--- config.mk ---
export PLATFORM = sky130hd
export DESIGN_NAME = serial_code_lock_controller_unit
export DESIGN_NICKNAME = d
export VERILOG_FILES = /design/src/rtl/sclc_pkg.sv /design/src/rtl/serial_code_lock_controller_unit.sv
export SDC_FILE = /design/constraint.sdc
export NUM_CORES = 1
export LEC_CHECK = 0
export BUFFER_PORTS_ARGS = -buffer_cell sky130_fd_sc_hd__buf_2
export CORE_ASPECT_RATIO = 0.5
export CORE_UTILIZATION = 40
export DETAILED_ROUTE_END_ITERATION = 12
export GPL_ROUTABILITY_DRIVEN = 0
export GPL_TIMING_DRIVEN = 1
export REMOVE_ABC_BUFFERS = 1
export SYNTH_ARGS = -nofsm -noshare
export SYNTH_HDL_FRONTEND = slang
export SYNTH_SLANG_ARGS = --single-unit
--- constraint.sdc ---
create_clock -name clk -period 4.1 [get_ports clk]
set_input_delay 0.205 -clock clk [delete_from_list [all_inputs] [get_ports clk]]
set_output_delay 0.205 -clock clk [all_outputs]
set_load 0.01 [all_outputs]
--- src/rtl/sclc_pkg.sv ---
// sclc_pkg: phase codes, reply bytes, register indexes and status type
// for the serial code lock controller; no dependencies
package sclc_pkg;

    localparam int PHASE_W = 4;

    localparam logic [PHASE_W-1:0] PH_ENROL_WAIT1 = 4'd0;
    localparam logic [PHASE_W-1:0] PH_ENROL_CODE1 = 4'd1;
    localparam logic [PHASE_W-1:0] PH_ENROL_WAIT2 = 4'd2;
    localparam logic [PHASE_W-1:0] PH_ENROL_CODE2 = 4'd3;
    localparam logic [PHASE_W-1:0] PH_IDLE        = 4'd4;
    localparam logic [PHASE_W-1:0] PH_CODE        = 4'd5;
    localparam logic [PHASE_W-1:0] PH_CMD         = 4'd6;
    localparam logic [PHASE_W-1:0] PH_OPEN_CW     = 4'd7;
    localparam logic [PHASE_W-1:0] PH_OPEN_ACW    = 4'd8;
    localparam logic [PHASE_W-1:0] PH_ALARM       = 4'd9;

    // link bytes
    localparam logic [7:0] BYTE_START    = 8'h01;
    localparam logic [7:0] BYTE_READY    = 8'h02;
    localparam logic [7:0] BYTE_REENROL  = 8'h03;
    localparam logic [7:0] BYTE_OPENED   = 8'h04;
    localparam logic [7:0] BYTE_DENIED   = 8'h05;
    localparam logic [7:0] BYTE_ENROLLED = 8'h06;
    localparam logic [7:0] BYTE_OPEN_CMD = 8'h2B;
    localparam logic [7:0] BYTE_MATCH    = 8'h01;
    localparam logic [7:0] BYTE_NOMATCH  = 8'h00;

    localparam logic [1:0] MOTOR_STOP = 2'd0;
    localparam logic [1:0] MOTOR_CW   = 2'd1;
    localparam logic [1:0] MOTOR_ACW  = 2'd2;

    localparam logic [1:0] REG_ATTEMPT_LIMIT = 2'd0;
    localparam logic [1:0] REG_OPEN_TICKS    = 2'd1;
    localparam logic [1:0] REG_ALARM_TICKS   = 2'd2;

    localparam logic [3:0]  ATTEMPT_LIMIT_RST = 4'd3;
    localparam logic [15:0] OPEN_TICKS_RST    = 16'd5000;
    localparam logic [15:0] ALARM_TICKS_RST   = 16'd3000;
    localparam logic [3:0]  FAIL_MAX          = 4'd15;

    typedef struct packed {
        logic       enrol_mode;
        logic       alarm_on;
        logic       door_light;
        logic [1:0] motor_drive;
    } status_t;

    function automatic status_t phase_status(input logic [PHASE_W-1:0] ph);
        status_t s;
        s.motor_drive = (ph == PH_OPEN_CW)  ? MOTOR_CW :
                        (ph == PH_OPEN_ACW) ? MOTOR_ACW : MOTOR_STOP;
        s.door_light  = (ph == PH_OPEN_CW) || (ph == PH_OPEN_ACW);
        s.alarm_on    = (ph == PH_ALARM);
        s.enrol_mode  = (ph <= PH_ENROL_CODE2);
        return s;
    endfunction

    function automatic logic [15:0] at_least_one(input logic [15:0] v);
        return (v == 16'd0) ? 16'd1 : v;
    endfunction

endpackage

--- src/rtl/serial_code_lock_controller_unit.sv ---
// serial_code_lock_controller_unit: top level of the serial code lock controller
// depends on sclc_pkg
//
// A request carries either a received link byte (s_tuser = 0) or one
// millisecond tick (s_tuser = 1). Requests pass through an input register,
// one step of the lock state machine and a result register. A request that
// yields one result (no reply or one reply byte) is taken every cycle while
// m_tready is high; one that yields two reply bytes (the enrolment verdict)
// holds the result register until both bytes are taken. Status fields in every
// result give the state after that request. Write configuration only while
// no request is in flight.
module serial_code_lock_controller_unit
    import sclc_pkg::*;
#(
    parameter int CODE_LENGTH = 4
) (
    input  logic        clk,
    input  logic        rst_n,
    input  logic        s_tvalid,
    output logic        s_tready,
    input  logic [7:0]  s_tdata,   // [7:0] rx_byte
    input  logic        s_tuser,   // [0] req_type
    output logic        m_tvalid,
    input  logic        m_tready,
    output logic [15:0] m_tdata,   // [7:0] tx_byte, [9:8] motor_drive, [10] door_light,
                                   // [11] alarm_on, [12] enrol_mode, [15:13] zero
    output logic        m_tuser,   // [0] tx_valid
    output logic        m_tlast,   // last_of_run
    input  logic        cfg_we,
    input  logic [1:0]  cfg_index,
    input  logic [15:0] cfg_data
);

    localparam int IDX_W = (CODE_LENGTH > 1) ? $clog2(CODE_LENGTH) : 1;
    localparam logic [IDX_W:0] CODE_LAST = (IDX_W+1)'(CODE_LENGTH);

    // configuration
    logic [3:0]  attempt_limit_reg;
    logic [15:0] open_ticks_reg;
    logic [15:0] alarm_ticks_reg;

    // lock state
    logic [PHASE_W-1:0] phase_reg, phase_next;
    logic [IDX_W-1:0]   idx_reg, idx_next;
    logic [3:0]         fail_reg, fail_next;
    logic [15:0]        timer_reg, timer_next;
    logic [7:0]         entry_code_reg   [CODE_LENGTH];
    logic [7:0]         confirm_code_reg [CODE_LENGTH];
    logic [7:0]         stored_code_reg  [CODE_LENGTH];

    // input register
    logic       in_vld_reg;
    logic       in_tick_reg;
    logic [7:0] in_byte_reg;

    // result register
    logic       out_vld_reg;
    logic       out_two_reg;
    logic       out_sel_reg;
    logic       out_txv_reg;
    logic [7:0] out_b0_reg;
    logic [7:0] out_b1_reg;
    status_t    out_stat_reg;

    logic       out_free;
    logic       advance;

    // step results
    logic       entry_we, confirm_we, store_copy;
    logic [1:0] tx_cnt;
    logic [7:0] tx0, tx1;
    logic       idx_in_range, code_done;
    logic [IDX_W-1:0] idx_inc;
    logic       enrol_eq, cmd_eq;
    logic [3:0] fail_inc;
    logic [15:0] timer_dec;
    logic [7:0] confirm_merged [CODE_LENGTH];

    assign m_tvalid = out_vld_reg;
    assign m_tlast  = !out_two_reg || out_sel_reg;
    assign m_tuser  = out_txv_reg;
    assign m_tdata  = {3'b000, out_stat_reg, out_sel_reg ? out_b1_reg : out_b0_reg};

    assign out_free = !out_vld_reg || (m_tready && m_tlast);
    assign advance  = in_vld_reg && out_free;
    assign s_tready = !in_vld_reg || out_free;

    // code byte bookkeeping
    assign idx_in_range = ({1'b0, idx_reg} < CODE_LAST);
    assign code_done    = (({1'b0, idx_reg} + 1'b1) >= CODE_LAST);
    assign idx_inc      = code_done ? '0 : IDX_W'({1'b0, idx_reg} + 1'b1);

    always_comb
    begin
        for (int i = 0; i < CODE_LENGTH; i++)
        begin
            confirm_merged[i] = (IDX_W'(i) == idx_reg) ? in_byte_reg : confirm_code_reg[i];
        end
    end

    always_comb
    begin
        enrol_eq = 1'b1;
        cmd_eq   = 1'b1;
        for (int i = 0; i < CODE_LENGTH; i++)
        begin
            if (entry_code_reg[i] != confirm_merged[i])
            begin
                enrol_eq = 1'b0;
            end
            if (stored_code_reg[i] != entry_code_reg[i])
            begin
                cmd_eq = 1'b0;
            end
        end
    end

    assign fail_inc  = (fail_reg < FAIL_MAX) ? fail_reg + 4'd1 : fail_reg;
    assign timer_dec = (timer_reg != 16'd0) ? timer_reg - 16'd1 : 16'd0;

    always_comb
    begin
        phase_next = phase_reg;
        idx_next   = idx_reg;
        fail_next  = fail_reg;
        timer_next = timer_reg;
        entry_we   = 1'b0;
        confirm_we = 1'b0;
        store_copy = 1'b0;
        tx_cnt     = 2'd0;
        tx0        = 8'h00;
        tx1        = 8'h00;
        if (in_tick_reg)
        begin
            if (phase_reg == PH_OPEN_CW || phase_reg == PH_OPEN_ACW
                || phase_reg == PH_ALARM)
            begin
                timer_next = timer_dec;
                if (timer_dec == 16'd0)
                begin
                    if (phase_reg == PH_OPEN_CW)
                    begin
                        phase_next = PH_OPEN_ACW;
                        timer_next = at_least_one(open_ticks_reg);
                    end
                    else
                    begin
                        if (phase_reg == PH_ALARM)
                        begin
                            fail_next = 4'd0;
                        end
                        phase_next = PH_IDLE;
                    end
                end
            end
        end
        else
        begin
            unique case (phase_reg)
                PH_ENROL_WAIT1, PH_ENROL_WAIT2:
                begin
                    if (in_byte_reg == BYTE_START)
                    begin
                        tx_cnt     = 2'd1;
                        tx0        = BYTE_READY;
                        idx_next   = '0;
                        phase_next = (phase_reg == PH_ENROL_WAIT1) ? PH_ENROL_CODE1
                                                                   : PH_ENROL_CODE2;
                    end
                end
                PH_ENROL_CODE1:
                begin
                    entry_we = idx_in_range;
                    idx_next = idx_inc;
                    if (code_done)
                    begin
                        phase_next = PH_ENROL_WAIT2;
                    end
                end
                PH_ENROL_CODE2:
                begin
                    confirm_we = idx_in_range;
                    idx_next   = idx_inc;
                    if (code_done)
                    begin
                        tx_cnt = 2'd2;
                        tx0    = BYTE_START;
                        tx1    = enrol_eq ? BYTE_MATCH : BYTE_NOMATCH;
                        if (enrol_eq)
                        begin
                            store_copy = 1'b1;
                            phase_next = PH_IDLE;
                        end
                        else
                        begin
                            phase_next = PH_ENROL_WAIT1;
                        end
                    end
                end
                PH_IDLE:
                begin
                    if (in_byte_reg == BYTE_START)
                    begin
                        idx_next   = '0;
                        phase_next = PH_CODE;
                    end
                end
                PH_CODE:
                begin
                    entry_we = idx_in_range;
                    idx_next = idx_inc;
                    if (code_done)
                    begin
                        phase_next = PH_CMD;
                    end
                end
                PH_CMD:
                begin
                    phase_next = PH_IDLE;
                    if (in_byte_reg == BYTE_OPEN_CMD)
                    begin
                        tx_cnt = 2'd1;
                        if (cmd_eq)
                        begin
                            tx0        = BYTE_OPENED;
                            phase_next = PH_OPEN_CW;
                            timer_next = at_least_one(open_ticks_reg);
                        end
                        else
                        begin
                            tx0       = BYTE_DENIED;
                            fail_next = fail_inc;
                            if (fail_inc >= attempt_limit_reg)
                            begin
                                phase_next = PH_ALARM;
                                timer_next = at_least_one(alarm_ticks_reg);
                            end
                        end
                    end
                    else if (in_byte_reg == BYTE_REENROL)
                    begin
                        tx_cnt = 2'd1;
                        if (cmd_eq)
                        begin
                            tx0        = BYTE_ENROLLED;
                            idx_next   = '0;
                            phase_next = PH_ENROL_WAIT1;
                        end
                        else
                        begin
                            tx0 = BYTE_DENIED;
                        end
                    end
                end
                PH_OPEN_CW, PH_OPEN_ACW, PH_ALARM:
                begin
                    // busy: bytes dropped
                end
                default:
                begin
                    phase_next = PH_IDLE;
                end
            endcase
        end
    end

    // configuration registers
    always_ff @(posedge clk or negedge rst_n)
    begin
        if (!rst_n)
        begin
            attempt_limit_reg <= ATTEMPT_LIMIT_RST;
            open_ticks_reg    <= OPEN_TICKS_RST;
            alarm_ticks_reg   <= ALARM_TICKS_RST;
        end
        else if (cfg_we)
        begin
            unique case (cfg_index)
                REG_ATTEMPT_LIMIT: attempt_limit_reg <= cfg_data[3:0];
                REG_OPEN_TICKS:    open_ticks_reg    <= cfg_data;
                REG_ALARM_TICKS:   alarm_ticks_reg   <= cfg_data;
                default:           ;
            endcase
        end
    end

    // control state
    always_ff @(posedge clk or negedge rst_n)
    begin
        if (!rst_n)
        begin
            phase_reg   <= PH_ENROL_WAIT1;
            idx_reg     <= '0;
            fail_reg    <= 4'd0;
            timer_reg   <= 16'd0;
            in_vld_reg  <= 1'b0;
            out_vld_reg <= 1'b0;
            out_two_reg <= 1'b0;
            out_sel_reg <= 1'b0;
        end
        else
        begin
            if (s_tready)
            begin
                in_vld_reg <= s_tvalid;
            end
            if (advance)
            begin
                phase_reg   <= phase_next;
                idx_reg     <= idx_next;
                fail_reg    <= fail_next;
                timer_reg   <= timer_next;
                out_vld_reg <= 1'b1;
                out_two_reg <= (tx_cnt == 2'd2);
                out_sel_reg <= 1'b0;
            end
            else if (out_vld_reg && m_tready)
            begin
                // second reply byte follows the first
                if (m_tlast)
                begin
                    out_vld_reg <= 1'b0;
                end
                else
                begin
                    out_sel_reg <= 1'b1;
                end
            end
        end
    end

    // payload registers
    always_ff @(posedge clk)
    begin
        if (s_tready && s_tvalid)
        begin
            in_tick_reg <= s_tuser;
            in_byte_reg <= s_tdata;
        end
        if (advance)
        begin
            out_txv_reg  <= (tx_cnt != 2'd0);
            out_b0_reg   <= tx0;
            out_b1_reg   <= tx1;
            out_stat_reg <= phase_status(phase_next);
        end
    end

    always_ff @(posedge clk)
    begin
        if (advance && entry_we)
        begin
            entry_code_reg[idx_reg] <= in_byte_reg;
        end
        if (advance && confirm_we)
        begin
            confirm_code_reg[idx_reg] <= in_byte_reg;
        end
        if (advance && store_copy)
        begin
            for (int i = 0; i < CODE_LENGTH; i++)
            begin
                stored_code_reg[i] <= entry_code_reg[i];
            end
        end
    end

endmodule

==> impl_metrics.ini, run 1 <==
[synth]
synth.yosys.seq_area_share = 0.575
synth_seq_cells = 181
synthesis.area_per_instance_um2 = 12.6
number_of_synthesized_flops_with_an_enable_pin = 115
asyncSetResetFlopFracSynth = 0.365
synth.cell_area_um2 = 8910
synth.yosys.warnings = 0
synth.distinct_cells = 69
syn-instance-count = 705
synth_flop_cell = sky130_fd_sc_hd__edfxtp_1

[floorplanning]
core_area_um2 = 21700
chipWidth_um = 213
core.rowCount = 38
num_io_pins = 52
start_util = 0.410
die-area_um2 = 22900
die_height_um = 108

[routing]
totalWireLength_um = 19900
postRouteAntennaNets = 0
post-route-drc-count = 0
avgRoutedWirePerCell_um = 18.3
via_count = 5820
dr.pass1.iters = 4
detailedRoute.firstIterationViolations = 345
route.detailed.vias_per_inst = 5.37

[hold_path]
worst_hold_startpoint = cfg_data[14]
hold_worst_path_end = alarm_ticks_reg[14]
worstHoldPathType = in -> reg
timing.hold.worst_path_depth = 2

[power_and_ir_drop]
leakagePower_uw = 0.00375
irDropWorstVdd_v = 0.000285
power_density_nw_per_um2 = 505

[final_layout]
layout-drive-gt1-share = 0.216
mostFrequentLayoutCell = sky130_fd_sc_hd__edfxtp_1
area.growth.synth_to_final_pct = 14.8
insertedDiodeCount = 0
most-common-layout-cells = sky130_fd_sc_hd__edfxtp_1, sky130_fd_sc_hd__mux2_2, sky130_fd_sc_hd__dfrtp_1, sky130_fd_sc_hd__nand2_1, sky130_fd_sc_hd__mux2i_1
finish.cell_count_without_fillers = 1083
finish.net_count = 813
layout.cell_area.non_filler_um2 = 10200

[placement]
post-dp-hpwl_um = 13700
io_buffers = 43
dpl-instance-area_um2 = 9420
placement_setup_slack_ns = 0.670
place_inst = 1031

[sta]
layout_min_cycle_time_ns = 3.48
finalCritPeriodShare = 0.849
slew-limit-headroom = 0.383
tns_ns = 0
setup_viol_count_final = 0
max_freq_ghz = 0.287
post-route-worst-setup-slack_ns = 0.619
tightestPinTransition_ns = 0.923
max_slew_violation_count = 0
clock_skew_ns = 0.00851
hold_violations = 0
grt_setup_unrepaired = false
final.hold.worst_slack_ns = 0.0159

[clock_network]
tritoncts.num_buffers = 17
ctsLongestPathBuffers = 2
cts_max_level = 4
post_cts.resized_instances = 0
path_clk_slew_ns = 0.07
cts_sinks = 181
clkLatencyLatePin_ns = 0.44
cts_root_buf = sky130_fd_sc_hd__clkbuf_16
clock_tree_from_tritoncts = done

[global_routing]
largest_net_degree_at_the_start_of_global_routing = 37
first_global_vias = 5804
wire_length_of_the_first_global_routing_pass_um = 32300
grt_antenna_before_repair = 0
grt_remaining_overflow = 0
grt.total_usage = 0.187

[outcome]
outcome = finished clean

[worst_setup_path]
regToRegEndpoint = m_tdata[11]
r2r_start = fail_reg[0]
setup.worst_path.class = reg -> reg
critical_path.max_fanout = 5
worst_setup_path_start_kind = flip-flop
timing.reg2reg.worst_path_depth = 11
worstSetupEndpointType = flip-flop
worst_ep_arrival_time_ns = 3.73
required_ns = 4.35
reg2reg_setup_slack_ns = 0.62

[run]
max_cap_violations = 0
[cell usage after synthesis (5+ instances only)]
library cell | number | area, um^2
sky130_fd_sc_hd__inv_1 | 16 | 60.1
sky130_fd_sc_hd__nor2_1 | 32 | 120
sky130_fd_sc_hd__a211oi_1 | 5 | 37.5
sky130_fd_sc_hd__dfstp_2 | 14 | 368
sky130_fd_sc_hd__nor4_1 | 30 | 188
sky130_fd_sc_hd__ha_1 | 11 | 138
sky130_fd_sc_hd__o21ai_0 | 21 | 105
sky130_fd_sc_hd__nand4_1 | 6 | 37.5
sky130_fd_sc_hd__nand2_1 | 46 | 173
sky130_fd_sc_hd__xnor2_1 | 35 | 307
sky130_fd_sc_hd__clkbuf_1 | 18 | 67.6
sky130_fd_sc_hd__nor3b_1 | 5 | 37.5
sky130_fd_sc_hd__edfxtp_1 | 115 | 3450
sky130_fd_sc_hd__xor2_1 | 36 | 315
sky130_fd_sc_hd__mux2_2 | 54 | 608
sky130_fd_sc_hd__nand3_1 | 13 | 65.1
sky130_fd_sc_hd__buf_4 | 9 | 67.6
sky130_fd_sc_hd__a21oi_1 | 29 | 145
sky130_fd_sc_hd__mux2i_1 | 44 | 440
sky130_fd_sc_hd__nor3_1 | 17 | 85.1
sky130_fd_sc_hd__and2_1 | 11 | 68.8
sky130_fd_sc_hd__dfrtp_1 | 52 | 1300
[cells by family after synthesis]
group                    share of synthesized area
AO/OA/AOI/OAI                               0.0739
XOR/XNOR                                    0.0698
adder cells (fa/ha/maj)                     0.0154
buffers and inverters                       0.0275
flip-flops                                   0.575
multiplexers                                 0.118
other                                     0.000421
AND/OR/NAND/NOR                              0.120
[timing repair]
item | in CTS | in global routing
endpoints found under the hold margin | 47 | 0
setup buffers | 0 | 0
endpoints found under the setup margin | 0 | 0
hold buffers | 20 | 0
[how the worst max path moves through the flow]
stage / start / end / slack (ns) / cells past startpoint
2_1_floorplan: entry_code_reg[0][4] / m_tdata[10] / 0.92 / 8
3_3_place_gp: fail_reg[0] / m_tdata[11] / 0.70 / 11
3_5_place_dp: fail_reg[0] / m_tdata[11] / 0.67 / 11
4_1_cts: fail_reg[0] / m_tdata[11] / 0.64 / 11
5_1_grt: timer_reg[0] / m_tdata[11] / 0.30 / 10
6_report: fail_reg[0] / m_tdata[11] / 0.62 / 11
[per-stage QoR]
step           utilization  total power [uW]
6_report             0.471              5160
5_1_grt              0.471              5430
4_1_cts              0.471              5200
3_5_place_dp         0.434              3510
3_3_place_gp         0.434              3490
2_1_floorplan            -              3200
[where the power goes]
group | leakage, uW | switching, uW | total [uW] | internal (uW)
clock | 0.000295 | 792 | 1670 | 880
sequential | 0.00185 | 268 | 2410 | 2150
combinational | 0.00161 | 562 | 1080 | 513
total | 0.00375 | 1620 | 5160 | 3540
[layer usage]
layer	GRT usage	wire (um)	part of all wire	up-vias
met4	0.0550	299	0.015	0
met1	0.249	9290	0.47	2916
met2	0.309	9590	0.48	122
met3	0.0365	673	0.034	20
li1	-	-	-	2762
met5	0	0	0	-
[worst max-delay path, stage by stage, from the launching register on]
cell                       delay [ns]
sky130_fd_sc_hd__dfrtp_1         0.42
sky130_fd_sc_hd__ha_1            0.25
sky130_fd_sc_hd__nand3_1         0.13
sky130_fd_sc_hd__mux2_2          0.36
sky130_fd_sc_hd__ha_1            0.28
sky130_fd_sc_hd__a21oi_1         0.05
sky130_fd_sc_hd__o21ai_0         0.44
sky130_fd_sc_hd__o211ai_1        0.19
sky130_fd_sc_hd__a21o_1          0.20
sky130_fd_sc_hd__a311oi_1        0.49
sky130_fd_sc_hd__a211oi_2        0.15
sky130_fd_sc_hd__nor4_1          0.33
[cell type report]
class	instances	area, um^2
fillers	1971	11500
well taps	300	375
multi-input cells	480	3570
flip-flops and latches	181	5120
repair buffers	73	490
clock buffers	17	425
clock inverters	15	181
inverters	17	63.8
No activity file was read; power rests on OpenSTA's default activity.
==> run 2: changes to the inputs <==
- clock period: 4.1 -> 2.9 ns (I/O delays scaled with it)
==> run 2 against run 1 <==
Against the previous run: the run now ends with negative setup slack left; routed wire length is 12% higher; clock skew is 0.0028 ns higher; sequential share of layout area is 6.5 points lower; hold slack better by 0.033 ns; critical path depth is 2 lower; critical path type unchanged; largest power group unchanged.
==> impl_metrics.ini, run 2 (same netlist as run 1, synthesis figures left out) <==
[outcome]
outcome = finished with violations
failed_checks = negative setup slack

[floorplanning]
core_area_um2 = 21700
die_height_um = 108
core.rowCount = 38
die-area_um2 = 22900
num_io_pins = 52
start_util = 0.410
chipWidth_um = 213

[worst_setup_path]
worstSetupEndpointType = flip-flop
critical_path.max_fanout = 4
required_ns = 3.19
worst_setup_path_start_kind = flip-flop
worst_ep_arrival_time_ns = 3.27
setup.worst_path.class = reg -> reg

[final_layout]
most-common-layout-cells = sky130_fd_sc_hd__buf_4, sky130_fd_sc_hd__edfxtp_1, sky130_fd_sc_hd__dfrtp_1, sky130_fd_sc_hd__mux2_2, sky130_fd_sc_hd__nand2_1
fill_cells = 1805
insertedDiodeCount = 0
layout.cell_area.non_filler_um2 = 11800
layout-drive-gt1-share = 0.374
area.growth.synth_to_final_pct = 32.1
finish.net_count = 956
mostFrequentLayoutCell = sky130_fd_sc_hd__buf_4

[sta]
finalCritPeriodShare = 1.03
tightestPinTransition_ns = 0.937
clock_skew_ns = 0.0113
max_freq_ghz = 0.335
layout_min_cycle_time_ns = 2.98
grt_setup_unrepaired = true
slew-limit-headroom = 0.376
max_slew_violation_count = 0
post-route-worst-setup-slack_ns = -0.0808
setup_viol_count_final = 6
hold_violations = 0

[power_and_ir_drop]
fin_total_pwr_uw = 8240
intPower_uw = 5660
power.combinational.fraction = 0.316
netSwitchingPower_uw = 2580
share_seq_of_total_power = 0.397
irDropWorstVdd_v = 0.000438
clock_power_share = 0.287
leakagePower_uw = 0.00454
power_density_nw_per_um2 = 700
switching_share = 0.313

[routing]
totalWireLength_um = 22300
route.detailed.vias_per_inst = 5.27
via_count = 6465
detailedRoute.firstIterationViolations = 494
post-route-drc-count = 0
dr.pass1.iters = 5
avgRoutedWirePerCell_um = 18.2
postRouteAntennaNets = 0

[global_routing]
largest_net_degree_at_the_start_of_global_routing = 43
wire_length_of_the_first_global_routing_pass_um = 35300
grt.total_usage = 0.204
grt_remaining_overflow = 0
grt_antenna_before_repair = 0
first_global_vias = 6540

[run]
max_cap_violations = 0

[clock_network]
ctsLongestPathBuffers = 2
cts_sinks = 181
path_clk_slew_ns = 0.07
cts_root_buf = sky130_fd_sc_hd__clkbuf_16
clock_tree_from_tritoncts = done
clkLatencyLatePin_ns = 0.44
tritoncts.num_buffers = 17
cts_max_level = 4

[placement]
dpl-instance-area_um2 = 10400
io_buffers = 43
post-dp-hpwl_um = 15000

[hold_path]
worstHoldPathType = in -> reg
[run 2: changes by cell type in the layout (fill, tap and decap cells not counted), moves of 7 or more]
cell | previous run | this run
sky130_fd_sc_hd__nor4_1 | 30 | 21
sky130_fd_sc_hd__nor4_2 | 2 | 9
sky130_fd_sc_hd__dlygate4sd3_1 | 20 | 28
sky130_fd_sc_hd__mux2i_1 | 44 | 37
sky130_fd_sc_hd__buf_4 | 10 | 134
[run 2: worst paths after layout]
check | depth (start not counted) | startpoint | end | slack, ns
max | 9 | timer_reg[0] | m_tdata[10] | -0.08
min | 4 | cfg_index[1] | attempt_limit_reg[1] | 0.05
max reg2reg | 9 | timer_reg[0] | m_tdata[10] | -0.08
min reg2reg | 2 | out_two_reg | out_two_reg | 0.49
max in group asynchronous | 3 | rst_n | open_ticks_reg[7] | 1.70
min in group asynchronous | 2 | rst_n | open_ticks_reg[4] | 0.39
[run 2: routing by layer]
layer | vias to the layer above | part of all wire | GRT usage
met5 | - | 0 | 0
met4 | 0 | 0.014 | 0.0586
met2 | 143 | 0.50 | 0.343
met1 | 3243 | 0.45 | 0.268
li1 | 3050 | - | -
met3 | 29 | 0.037 | 0.0397
[run 2: critical path: stages, from the launching register on]
cell and delay, ns:
sky130_fd_sc_hd__dfrtp_1 0.41, sky130_fd_sc_hd__or4_4 0.57, sky130_fd_sc_hd__nor4_4 0.19, sky130_fd_sc_hd__xor2_1 0.28, sky130_fd_sc_hd__o31a_4 0.22, sky130_fd_sc_hd__nor3_4 0.04
sky130_fd_sc_hd__buf_4 0.14, sky130_fd_sc_hd__a221o_1 0.33, sky130_fd_sc_hd__or4_4 0.49, sky130_fd_sc_hd__mux2i_1 0.16
[run 2: what timing repair did]
item,4_1_cts,5_1_grt
endpoints found under the setup margin,57,58
resized for setup,47,33
gates cloned,0,3
hold buffers,28,0
endpoints found under the hold margin,79,0
buffers inserted,10,5
pin swaps,18,19
[run 2: area by class of cell]
class	instances	area, um^2	share of cell area
multi-input cells	480	3910	0.332
inverters	17	68.8	0.00585
repair buffers	216	1700	0.145
flip-flops and latches	181	5120	0.435
clock inverters	14	164	0.0139
well taps	300	375	0.0319
clock buffers	18	429	0.0365
[run 2: power groups by stage]
stage,Sequential [uW],Clock (uW),Combinational (uW)
after floorplan,3350,0,1180
after global placement,3290,0,2140
after detailed placement,3300,0,2170
after CTS,3260,2410,2440
after global routing,3300,2510,2810
final,3270,2370,2600
[run 2: metrics by stage]
stage / hold slack [ns] / setup TNS (ns) / setup slack (ns) / instances / utilization
floorplan: -0.151 / -6.73 / -0.277 / 678 / -
global placement: 0.323 / -3.98 / -0.184 / 1149 / 0.477
detailed placement: 0.324 / -5.53 / -0.207 / 1149 / 0.477
global route: 0.108 / -1.63 / -0.196 / 1226 / 0.542
CTS: 0.0355 / -0.0227 / -0.0227 / 1219 / 0.531
finish: 0.0493 / -0.225 / -0.0808 / 1226 / 0.542
==> run 3: changes to the inputs <==
- CTS_BUF_LIST: default -> sky130_fd_sc_hd__clkbuf_4 sky130_fd_sc_hd__clkbuf_8
- SLEW_MARGIN: default -> 40
- clock period: 2.9 -> 3.2 ns (I/O delays scaled with it)
==> run 3 against run 2 <==
Against the previous run: the run now ends clean; cell count shrank 8.1%; flip-flop and latch count did not move; global-route usage fell by 1.6 points; cell area fell by 10%; critical endpoint unchanged; non-clock buffer count fell by 99; register-to-register slack improved by 0.26 ns.
==> impl_metrics.ini, run 3 (same netlist as run 1, synthesis figures left out) <==
[outcome]
outcome = finished clean

[worst_setup_path]
worstSetupEndpointType = flip-flop
slowest_stage = sky130_fd_sc_hd__or4_4
worst_ep_arrival_time_ns = 3.35
setup.worst_path.class = reg -> reg
r2r_start = fail_reg[0]
cp_cell_sequence = ha_1 > nand3_1 > mux2_2 > ha_1 > a21oi_1 > o21ai_2 > a21oi_1 > o21a_1 > a221o_1 > or4_4 > mux2i_1
critical_path.max_fanout = 4
required_ns = 3.53
timing.critical_path.slowest_cell_delay_ns = 0.50
startpoint = fail_reg[0]
worst_setup_path_start_kind = flip-flop

[clock_network]
ctsLongestPathBuffers = 2
cts_max_level = 4
clkLatencyLatePin_ns = 0.49
cts_root_buf = sky130_fd_sc_hd__clkbuf_8
clock_tree_from_tritoncts = done
path_clk_slew_ns = 0.09
cts_sinks = 181
tritoncts.num_buffers = 17

[placement]
dpl-instance-area_um2 = 9730
placement_setup_slack_ns = -0.0647
post-dp-hpwl_um = 13900
io_buffers = 43

[routing]
avgRoutedWirePerCell_um = 18.2
dr.pass1.iters = 5
detailedRoute.firstIterationViolations = 402
route.detailed.vias_per_inst = 5.30
via_count = 5975
postRouteAntennaNets = 0
totalWireLength_um = 20500
post-route-drc-count = 0

[power_and_ir_drop]
power_density_nw_per_um2 = 601
leakagePower_uw = 0.00390
fin_total_pwr_uw = 6360
irDropWorstVdd_v = 0.000338

[sta]
clock_skew_ns = 0.0204
hold_violations = 0
setup_viol_count_final = 0
max_slew_violation_count = 0
layout_min_cycle_time_ns = 3.02
tightestPinTransition_ns = 0.712
max_freq_ghz = 0.331
finalCritPeriodShare = 0.944
post-route-worst-setup-slack_ns = 0.181
tns_ns = 0
slew-limit-headroom = 0.524
grt_setup_unrepaired = false

[global_routing]
largest_net_degree_at_the_start_of_global_routing = 39
wire_length_of_the_first_global_routing_pass_um = 32200
first_global_vias = 5934
grt.total_usage = 0.188
grt_antenna_before_repair = 0
grt_util_met2 = 0.316
use_met3 = 0.0344
grt_remaining_overflow = 0
grt-busiest-layer = met2
m1_gr_usage = 0.244

[floorplanning]
core.rowCount = 38
chipWidth_um = 213
core_area_um2 = 21700
num_io_pins = 52
die-area_um2 = 22900
start_util = 0.410
die_height_um = 108

[final_layout]
mostFrequentLayoutCell = sky130_fd_sc_hd__edfxtp_1
fill_cells = 1949
layout.cell_area.non_filler_um2 = 10600
layout-drive-gt1-share = 0.272
final_core_occ = 0.486
finish.net_count = 857
area.growth.synth_to_final_pct = 18.6
insertedDiodeCount = 0
most-common-layout-cells = sky130_fd_sc_hd__edfxtp_1, sky130_fd_sc_hd__mux2_2, sky130_fd_sc_hd__dfrtp_1, sky130_fd_sc_hd__nand2_1, sky130_fd_sc_hd__buf_2

[hold_path]
worst_hold_startpoint = cfg_index[1]
worstHoldPathType = in -> reg

[run]
max_cap_violations = 0
run 3: layout make-up:
| cell class | count | area (um^2) | area share |
|---|---|---|---|
| Sequential cell | 181 | 5120 | 0.485 |
| Clock buffer | 21 | 264 | 0.0250 |
| Timing Repair Buffer | 117 | 910 | 0.0861 |
| Clock inverter | 11 | 118 | 0.0111 |
| Multi-Input combinational cell | 480 | 3710 | 0.351 |
| Inverter | 17 | 63.8 | 0.00604 |
| Tap cell | 300 | 375 | 0.0355 |
run 3: repair_timing:
| item | 4_1_cts | 5_1_grt |
|---|---|---|
| resized for setup | 2 | 28 |
| pin swaps | 0 | 10 |
| setup endpoints to repair | 4 | 48 |
| hold endpoints to repair | 85 | 0 |
| hold buffers | 28 | 0 |
| setup buffers | 0 | 4 |
| gates cloned | 0 | 0 |
run 3: final timing paths:
| check | end | slack (ns) | depth (start not counted) |
|---|---|---|---|
| setup reg to reg | m_tdata[10] | 0.18 | 11 |
| hold reg to reg | out_two_reg | 0.49 | 2 |
| setup / recovery | m_tdata[10] | 0.18 | 11 |
| hold / removal | attempt_limit_reg[1] | 0.04 | 4 |
| min in group asynchronous | alarm_ticks_reg[1] | 0.19 | 2 |
| max in group asynchronous | alarm_ticks_reg[8] | 2.21 | 3 |
run 3: per-stage QoR:
stage / hold slack [ns] / cells
6_report: 0.0402 / 1127
5_1_grt: 0.100 / 1127
4_1_cts: 0.0126 / 1123
3_5_place_dp: 0.160 / 1063
3_3_place_gp: 0.313 / 1061
2_1_floorplan: -0.136 / 678
run 3: where the power goes:
group          switching [uW]  total (uW)  internal (uW)  leakage, uW
logic                     938        1800            860      0.00186
clock network             861        1530            668     0.000192
registers                 281        3030           2750      0.00184
total                    2080        6360           4280      0.00390
run 3: critical path, delay by kind of cell, from the launching register on:
family                   cells  cell delay, ns
AO/OA/AOI/OAI                5            0.82
adder cells (fa/ha/maj)      2            0.52
flip-flops                   1            0.39
multiplexers                 2            0.51
AND/OR/NAND/NOR              2            0.63
run 3: per-layer routing:
metal | share of wire | wire length, um | vias up
met5 | 0 | 0 | -
met4 | 0.014 | 293 | 0
met3 | 0.039 | 793 | 20
met2 | 0.49 | 10100 | 160
met1 | 0.46 | 9360 | 2951
li1 | - | - | 2844
